<file path="src/hw/rtl/spq_pkg.sv">
// Shared constants, types and codes of the stable minimum priority queue.
package spq_pkg;

  localparam int CAPACITY      = 16;
  localparam int PRIORITY_BITS = 8;
  localparam int ID_W          = 16;
  localparam int IDX_W         = $clog2(CAPACITY);
  localparam int CNT_W         = $clog2(CAPACITY + 1);

  typedef logic [ID_W-1:0]          id_t;
  typedef logic [PRIORITY_BITS-1:0] prio_t;
  typedef logic [IDX_W-1:0]         idx_t;
  typedef logic [CNT_W-1:0]         cnt_t;

  typedef enum logic [1:0] {
    OP_ENQ    = 2'd0,
    OP_DEQ    = 2'd1,
    OP_SEARCH = 2'd2
  } op_e;

  typedef enum logic [1:0] {
    ST_OK        = 2'd0,
    ST_EMPTY     = 2'd1,
    ST_FULL      = 2'd2,
    ST_NOT_FOUND = 2'd3
  } st_e;

  typedef enum logic [1:0] {
    CMD_HOLD,
    CMD_INSERT,
    CMD_REMOVE
  } cmd_e;

  // Entry of the priority-sorted chain; age is its place in arrival order.
  typedef struct packed {
    id_t   id;
    prio_t pr;
    idx_t  age;
  } sort_data_t;

  // Entry of the arrival-ordered chain.
  typedef struct packed {
    id_t   id;
    prio_t pr;
  } arr_data_t;

  // Command broadcast to every cell in the execute cycle.
  typedef struct packed {
    cmd_e  kind;
    id_t   id;
    prio_t pr;
    cnt_t  count;
    idx_t  new_age;
    idx_t  head_age;
  } cell_cmd_t;

endpackage

</file>
<file path="src/hw/rtl/spq_if.sv">
// Request and response channel interfaces of the priority queue.
interface spq_req_if;
  import spq_pkg::*;

  logic       valid;
  logic       ready;
  logic [1:0] op;
  id_t        ticket_id;
  logic [7:0] priority_req;

  modport source (output valid, output op, output ticket_id, output priority_req,
                  input ready);
  modport sink (input valid, input op, input ticket_id, input priority_req,
                output ready);
endinterface

interface spq_rsp_if;
  import spq_pkg::*;

  logic       valid;
  logic       ready;
  logic [1:0] status;
  id_t        result_id;
  logic [7:0] result_priority;
  logic [4:0] entry_count;

  modport source (output valid, output status, output result_id,
                  output result_priority, output entry_count, input ready);
  modport sink (input valid, input status, input result_id,
                input result_priority, input entry_count, output ready);
endinterface

</file>
<file path="src/hw/rtl/spq_sort_cell.sv">
// One cell of the priority-sorted chain: shifts right on insert, left on removal.
module spq_sort_cell (
  input  logic                   clk_i,
  input  spq_pkg::cell_cmd_t     cmd_i,
  input  spq_pkg::idx_t          idx_i,
  input  spq_pkg::sort_data_t    left_i,
  input  logic                   go_left_i,
  input  spq_pkg::sort_data_t    right_i,
  output spq_pkg::sort_data_t    data_o,
  output logic                   go_o
);
  import spq_pkg::*;

  sort_data_t data_q, data_d;
  logic       live;

  assign live = (CNT_W'(idx_i) < cmd_i.count);
  // A new ticket goes in front of every strictly less urgent one, behind equals.
  assign go_o = !live || (cmd_i.pr < data_q.pr);
  assign data_o = data_q;

  always_comb begin
    data_d = data_q;
    case (cmd_i.kind)
      CMD_INSERT: begin
        if (go_o) begin
          if (go_left_i) begin
            data_d = left_i;
          end else begin
            data_d.id  = cmd_i.id;
            data_d.pr  = cmd_i.pr;
            data_d.age = cmd_i.new_age;
          end
        end
      end
      CMD_REMOVE: begin
        data_d = right_i;
        // Arrival places behind the removed ticket move up by one.
        if (right_i.age > cmd_i.head_age) begin
          data_d.age = right_i.age - idx_t'(1);
        end
      end
      default: data_d = data_q;
    endcase
  end

  always_ff @(posedge clk_i) begin
    data_q <= data_d;
  end

endmodule

</file>
<file path="src/hw/rtl/spq_arr_cell.sv">
// One cell of the arrival-ordered chain, with its link of the first-match search.
module spq_arr_cell (
  input  logic                 clk_i,
  input  spq_pkg::cell_cmd_t   cmd_i,
  input  spq_pkg::idx_t        idx_i,
  input  spq_pkg::arr_data_t   right_i,
  output spq_pkg::arr_data_t   data_o,
  input  logic                 hit_i,
  input  spq_pkg::arr_data_t   found_i,
  output logic                 hit_o,
  output spq_pkg::arr_data_t   found_o
);
  import spq_pkg::*;

  arr_data_t data_q, data_d;
  logic      live;
  logic      match;

  assign live  = (CNT_W'(idx_i) < cmd_i.count);
  assign match = live && (data_q.id == cmd_i.id);
  assign hit_o = hit_i || match;
  // Only the earliest matching cell drives the found data.
  assign found_o = (match && !hit_i) ? data_q : found_i;
  assign data_o  = data_q;

  always_comb begin
    data_d = data_q;
    case (cmd_i.kind)
      CMD_INSERT: begin
        if (CNT_W'(idx_i) == cmd_i.count) begin
          data_d.id = cmd_i.id;
          data_d.pr = cmd_i.pr;
        end
      end
      CMD_REMOVE: begin
        if (idx_i >= cmd_i.head_age) begin
          data_d = right_i;
        end
      end
      default: data_d = data_q;
    endcase
  end

  always_ff @(posedge clk_i) begin
    data_q <= data_d;
  end

endmodule

</file>
<file path="src/hw/rtl/stable_min_priority_queue.sv">
// Top level of the stable minimum priority queue: request stage, cell chains, result register.
//
//   channel  direction  carries
//   req_i    in         op, ticket_id, priority_req
//   rsp_o    out        status, result_id, result_priority, entry_count
//
// An item is latched at the edge it is accepted and executed once the result
// register is free or being taken, where both cell chains update and the result
// is registered; one item per cycle while results are taken at once.
// The single result register holds a result until taken; a request waiting
// behind it stalls req_i. Reset empties the queue; stored tickets need no clearing.
module stable_min_priority_queue (
  input  logic      clk_i,
  input  logic      rst_ni,
  spq_req_if.sink   req_i,
  spq_rsp_if.source rsp_o
);
  import spq_pkg::*;

  logic      req_vld_q;
  op_e       op_q;
  id_t       id_q;
  prio_t     pr_q;

  cnt_t      cnt_q, cnt_d;
  logic      rsp_vld_q;
  st_e       st_q, st_d;
  id_t       rid_q, rid_d;
  prio_t     rpr_q, rpr_d;

  logic      exec;
  cell_cmd_t cmd;

  sort_data_t sort_dat [CAPACITY];
  logic       sort_go  [CAPACITY];
  logic       hit_c    [CAPACITY+1];
  arr_data_t  found_c  [CAPACITY+1];
  arr_data_t  arr_dat  [CAPACITY];

  assign exec        = req_vld_q && (!rsp_vld_q || rsp_o.ready);
  assign req_i.ready = !req_vld_q || exec;

  always_ff @(posedge clk_i or negedge rst_ni) begin
    if (!rst_ni) begin
      req_vld_q <= 1'b0;
    end else if (req_i.ready) begin
      req_vld_q <= req_i.valid;
    end
  end

  always_ff @(posedge clk_i) begin
    if (req_i.ready && req_i.valid) begin
      op_q <= op_e'(req_i.op);
      id_q <= req_i.ticket_id;
      pr_q <= PRIORITY_BITS'(req_i.priority_req);
    end
  end

  always_comb begin
    cmd.kind     = CMD_HOLD;
    cmd.id       = id_q;
    cmd.pr       = pr_q;
    cmd.count    = cnt_q;
    cmd.new_age  = IDX_W'(cnt_q);
    cmd.head_age = sort_dat[0].age;
    cnt_d        = cnt_q;
    st_d         = ST_OK;
    rid_d        = '0;
    rpr_d        = '0;
    if (req_vld_q) begin
      case (op_q)
        OP_ENQ: begin
          if (cnt_q == CNT_W'(CAPACITY)) begin
            st_d = ST_FULL;
          end else begin
            cmd.kind = CMD_INSERT;
            cnt_d    = cnt_q + cnt_t'(1);
          end
        end
        OP_DEQ: begin
          if (cnt_q == '0) begin
            st_d = ST_EMPTY;
          end else begin
            cmd.kind = CMD_REMOVE;
            cnt_d    = cnt_q - cnt_t'(1);
            rid_d    = sort_dat[0].id;
            rpr_d    = sort_dat[0].pr;
          end
        end
        OP_SEARCH: begin
          if (hit_c[CAPACITY]) begin
            rid_d = found_c[CAPACITY].id;
            rpr_d = found_c[CAPACITY].pr;
          end else begin
            st_d = ST_NOT_FOUND;
          end
        end
        default: st_d = ST_OK;
      endcase
    end
    // The cells see no command unless the item really executes this cycle.
    if (!exec) begin
      cmd.kind = CMD_HOLD;
    end
  end

  always_ff @(posedge clk_i or negedge rst_ni) begin
    if (!rst_ni) begin
      cnt_q     <= '0;
      rsp_vld_q <= 1'b0;
    end else begin
      if (exec) begin
        cnt_q     <= cnt_d;
        rsp_vld_q <= 1'b1;
      end else if (rsp_o.ready) begin
        rsp_vld_q <= 1'b0;
      end
    end
  end

  always_ff @(posedge clk_i) begin
    if (exec) begin
      st_q  <= st_d;
      rid_q <= rid_d;
      rpr_q <= rpr_d;
    end
  end

  logic [CNT_W-1:0] cnt_rsp_q;

  always_ff @(posedge clk_i) begin
    if (exec) begin
      cnt_rsp_q <= cnt_d;
    end
  end

  assign rsp_o.valid           = rsp_vld_q;
  assign rsp_o.status          = st_q;
  assign rsp_o.result_id       = rid_q;
  assign rsp_o.result_priority = 8'(rpr_q);
  assign rsp_o.entry_count     = 5'(cnt_rsp_q);

  assign hit_c[0]   = 1'b0;
  assign found_c[0] = '0;

  for (genvar i = 0; i < CAPACITY; i++) begin : g_cell
    sort_data_t sort_left, sort_right;
    logic       go_left;
    arr_data_t  arr_right;

    if (i == 0) begin : g_first
      assign sort_left = '0;
      assign go_left   = 1'b0;
    end else begin : g_inner
      assign sort_left = sort_dat[i-1];
      assign go_left   = sort_go[i-1];
    end

    if (i == CAPACITY - 1) begin : g_last
      assign sort_right = '0;
      assign arr_right  = '0;
    end else begin : g_mid
      assign sort_right = sort_dat[i+1];
      assign arr_right  = arr_dat[i+1];
    end

    spq_sort_cell u_sort (
      .clk_i     (clk_i),
      .cmd_i     (cmd),
      .idx_i     (IDX_W'(i)),
      .left_i    (sort_left),
      .go_left_i (go_left),
      .right_i   (sort_right),
      .data_o    (sort_dat[i]),
      .go_o      (sort_go[i])
    );

    spq_arr_cell u_arr (
      .clk_i   (clk_i),
      .cmd_i   (cmd),
      .idx_i   (IDX_W'(i)),
      .right_i (arr_right),
      .data_o  (arr_dat[i]),
      .hit_i   (hit_c[i]),
      .found_i (found_c[i]),
      .hit_o   (hit_c[i+1]),
      .found_o (found_c[i+1])
    );
  end

endmodule
</file>
<file path="src/flat_wrapper.sv">
// flat-port wrapper written by rule: the top's interface ports become plain ports
module stable_min_priority_queue_flat import spq_pkg::*;
  (clk_i, rst_ni, req_i_valid, req_i_op, req_i_ticket_id, req_i_priority_req, req_i_ready, rsp_o_valid, rsp_o_status, rsp_o_result_id, rsp_o_result_priority, rsp_o_entry_count, rsp_o_ready);
  spq_req_if req_i_i ();
  spq_rsp_if rsp_o_i ();
  input  logic clk_i;
  input  logic rst_ni;
  input wire logic [$bits(req_i_i.valid)-1:0] req_i_valid;
  input wire logic [$bits(req_i_i.op)-1:0] req_i_op;
  input wire logic [$bits(req_i_i.ticket_id)-1:0] req_i_ticket_id;
  input wire logic [$bits(req_i_i.priority_req)-1:0] req_i_priority_req;
  output wire logic [$bits(req_i_i.ready)-1:0] req_i_ready;
  output wire logic [$bits(rsp_o_i.valid)-1:0] rsp_o_valid;
  output wire logic [$bits(rsp_o_i.status)-1:0] rsp_o_status;
  output wire logic [$bits(rsp_o_i.result_id)-1:0] rsp_o_result_id;
  output wire logic [$bits(rsp_o_i.result_priority)-1:0] rsp_o_result_priority;
  output wire logic [$bits(rsp_o_i.entry_count)-1:0] rsp_o_entry_count;
  input wire logic [$bits(rsp_o_i.ready)-1:0] rsp_o_ready;
  assign req_i_i.valid = req_i_valid;
  assign req_i_i.op = req_i_op;
  assign req_i_i.ticket_id = req_i_ticket_id;
  assign req_i_i.priority_req = req_i_priority_req;
  assign req_i_ready = req_i_i.ready;
  assign rsp_o_valid = rsp_o_i.valid;
  assign rsp_o_status = rsp_o_i.status;
  assign rsp_o_result_id = rsp_o_i.result_id;
  assign rsp_o_result_priority = rsp_o_i.result_priority;
  assign rsp_o_entry_count = rsp_o_i.entry_count;
  assign rsp_o_i.ready = rsp_o_ready;
  stable_min_priority_queue u_core (.clk_i(clk_i), .rst_ni(rst_ni), .req_i(req_i_i), .rsp_o(rsp_o_i));
endmodule
</file>
<file path="config.mk">
export PLATFORM = sky130hd
export DESIGN_NAME = stable_min_priority_queue_flat
export DESIGN_NICKNAME = d
export VERILOG_FILES = /design/src/hw/rtl/spq_pkg.sv /design/src/hw/rtl/spq_if.sv /design/src/hw/rtl/spq_sort_cell.sv /design/src/hw/rtl/spq_arr_cell.sv /design/src/hw/rtl/stable_min_priority_queue.sv /design/src/flat_wrapper.sv
export SDC_FILE = /design/constraint.sdc
export NUM_CORES = 2
export LEC_CHECK = 0
export ABC_AREA = 1
export BUFFER_PORTS_ARGS = -buffer_cell sky130_fd_sc_hd__buf_4
export CAP_MARGIN = 10
export CORE_MARGIN = 3
export CORE_UTILIZATION = 45
export DETAILED_ROUTE_END_ITERATION = 7
export SETUP_SLACK_MARGIN = 0.4
export SYNTH_ARGS = -nofsm -noshare
export SYNTH_HDL_FRONTEND = slang
export SYNTH_HIERARCHICAL = 1
export SYNTH_SLANG_ARGS = --single-unit
</file>
<file path="constraint.sdc">
create_clock -name clk_i -period 13.8 [get_ports clk_i]
set_clock_uncertainty 0.15 [all_clocks]
set_input_delay 0.69 -clock clk_i [delete_from_list [all_inputs] [get_ports clk_i]]
set_output_delay 0.69 -clock clk_i [all_outputs]
set_load 0.005 [all_outputs]
</file>
==> impl_metrics.ini <==
[status]
status = finished, final reports clean

[power]
internal_power_w = 0.00633
power.share.switching = 0.380
power_frac_clock = 0.288
ir_drop_mv = 0.118
combPwrFrac = 0.336
power.density_mw_per_mm2 = 137
p_seq_frac = 0.376
power_switching_w = 0.00389
power.leakage_nw = 33.9

[logic_synthesis]
async_flop_share = 0.00781
synth_area_leaders = edfxtp_1, nand2_1, a21oi_1, ha_1, nor2_1
yosysTopAreaCellShare = 0.393
synth_cells = 8974
ys_warn_count = 6
netlist_area_mm2 = 0.0679
ys_seq_elements = 896
yosysSeqAreaShare = 0.396
synthFlopType = edfxtp_1
avgSynthCellArea_um2 = 7.57
synth-edff-count = 889
synth_cell_types = 44
yosysMostFrequentCell = nand2_1
synth_top_area_cell = edfxtp_1
netlist_top_cells_count = nand2_1, a21oi_1, nor2_1

[cts]
cts_made_buffers = 107
cts-htree-levels = 3
cts_tree = yes
cts.sinks = 896
cts_buffer_depth = 3
clk_pin_slew_ns = 0.06
post_cts_resize_count = 0
root_buffer = clkbuf_16
clock_latency_ns = 0.76

[die]
die_height_um = 395
initial_core_util = 0.456
core_area_mm2 = 0.149
io-pin-count = 63
num_rows = 141
dieArea_mm2 = 0.156
die_w_um = 395

[placement]
hpwl_um = 165000
port_buffers = 62
dp_slack_ns = 2.03
place_congestion = 0.933

[grt]
grt_pass1_vias = 57400
grt-ovfl-total = 0
grt_pass1_wl_um = 354000
track_usage = 0.291
grt_max_degree = 56
grt_antenna_before_repair = 6

[timing]
fmax_mhz = 83.4
finalMaxSlewViolations = 0
rsz0062_at_grt = false
hold_viol = 0
period_minus_slack_ns = 11.99
fin_ws_ns = 1.81
worst_pin_slew_ns = 1.18
setup_violations = 0
slew_headroom = 0.215
fin_crit_sh = 0.869
fin_tns_setup_ns = 0

[min_path]
hp-start = req_i_ticket_id[10]
hp-class = in -> reg

[setup_path]
rr_startpoint = u_core/id_q[14]
endpoint_kind = flip-flop
worst-path-buf-inv = 28
cpLargestDelayFamily = buffers and inverters
cp_slowest_cell = edfxtp_1
path_class = reg -> reg
critPathLaunch = u_core/id_q[14]
worst_setup_path_start_kind = flip-flop
path_max_fanout = 26
worstPathRequired_ns = 14.25
cpPeakStageDelay_ns = 1.01
cp.arrival_ns = 12.44

[detailed_routing]
ant_nets = 0
vias_per_cell = 5.43
first_pass_iters = 5
wl_um = 234000
drc_errors = 0
dr.first_iter.drc_count = 6476
vias = 61600
wire_per_inst_um = 20.6

[cells_and_area]
finalNetCount = 9650
utilization = 0.500
drive_gt1_frac = 0.0965
seq_area_mm2 = 0.0269
multi_input_area_mm2 = 0.0357
n_fill_cell = 14800
area_growth_pct = 9.50

[flow_run]
cap_violations = 0
==> kinds of logic (layout without fill, tap and decap cells) <==
kind of cell    after synthesis  in the layout  share of synthesized area
compound gates             1400           1400                      0.107
mux                         176            176                     0.0292
simple gates               4561           4561                      0.284
xor+xnor                    146            146                     0.0188
flops                       896            896                      0.396
fa+ha+maj                   374            374                     0.0689
other cells                   2            292                   0.000111
buf+inv                    1419           1496                     0.0967
==> power by group through the flow <==
stage | logic [W] | registers [W] | clock network (W)
3_3_place_gp | 0.00327 | 0.00388 | 0
6_report | 0.00343 | 0.00384 | 0.00295
2_1_floorplan | 0.00241 | 0.00383 | 0
5_1_grt | 0.00384 | 0.00387 | 0.00310
3_5_place_dp | 0.00334 | 0.00389 | 0
4_1_cts | 0.00337 | 0.00383 | 0.00300
==> cells in the final DEF (no fill, tap or decap), types with 112 or more instances in the layout <==
cell type | netlist | final
a21oi_1 | 1116 | 1116
buf_4 | 64 | 179
conb_1 | 2 | 291
edfxtp_1 | 889 | 889
ha_1 | 374 | 374
inv_1 | 973 | 972
mux2_2 | 176 | 176
nand2_1 | 2685 | 2685
nand3_1 | 556 | 556
nor2_1 | 986 | 984
o21ai_0 | 169 | 152
xnor2_1 | 112 | 112
==> through the flow <==
stage	std cells	hold slack [ns]	instance area (um^2)	total power (W)
after floorplan	9263	0.244	69000	0.00624
after global placement	11100	0.369	70500	0.00715
after detailed placement	11100	0.370	70600	0.00723
after CTS	11300	0.00657	74400	0.0102
after global routing	11300	0.0108	74400	0.0108
final	11300	0.0488	74400	0.0102
==> state kept, by name, indices dropped and copies added (netlist names) <==
name	count
u_core/cnt_q	5
u_core/op_q	2
u_core/rsp_o.valid	1
u_core/rsp_o.entry_count	5
u_core/rsp_o.status	2
u_core/id_q	16
u_core/g_cell.u_arr/data_o	384
u_core/g_cell.u_sort/data_o	448
u_core/rsp_o.result_priority	8
u_core/pr_q	8
u_core/req_vld_q	1
u_core/rsp_o.result_id	16
==> timing repair <==
action | 4_1_cts | 5_1_grt
endpoints found under the hold margin | 30 | 0
hold buffers | 24 | 0
buffers inserted | 0 | 0
==> final timing paths <==
path / endpoint / cells past startpoint / slack, ns
worst max-delay path: u_core/rsp_o.result_id[6] / 53 / 1.81
worst min-delay path: u_core/id_q[10] / 1 / 0.05
worst max register to register: u_core/rsp_o.result_id[6] / 53 / 1.81
worst min register to register: u_core/rsp_o.valid / 2 / 0.39
max in group asynchronous: u_core/cnt_q[0] / 2 / 13.15
min in group asynchronous: u_core/rsp_o.valid / 2 / 0.15
==> area by class of cell <==
class | instances | area share
diodes | 1 | 0.0000336
clock buffers | 130 | 0.0372
clock inverters | 73 | 0.0107
inverters | 1087 | 0.0549
multi-input cells | 6948 | 0.480
flip-flops and latches | 896 | 0.361
well taps | 2002 | 0.0337
repair buffers | 206 | 0.0221
==> metal layers <==
metal  vias up  wire (um)  track usage
met5         -         13            0
met4         2       9470        0.104
met3       367      17800       0.0404
met2      2484     101000        0.445
met1     29100     105000        0.420
li1      29700          -            -
(Power assumes the default switching activity.)
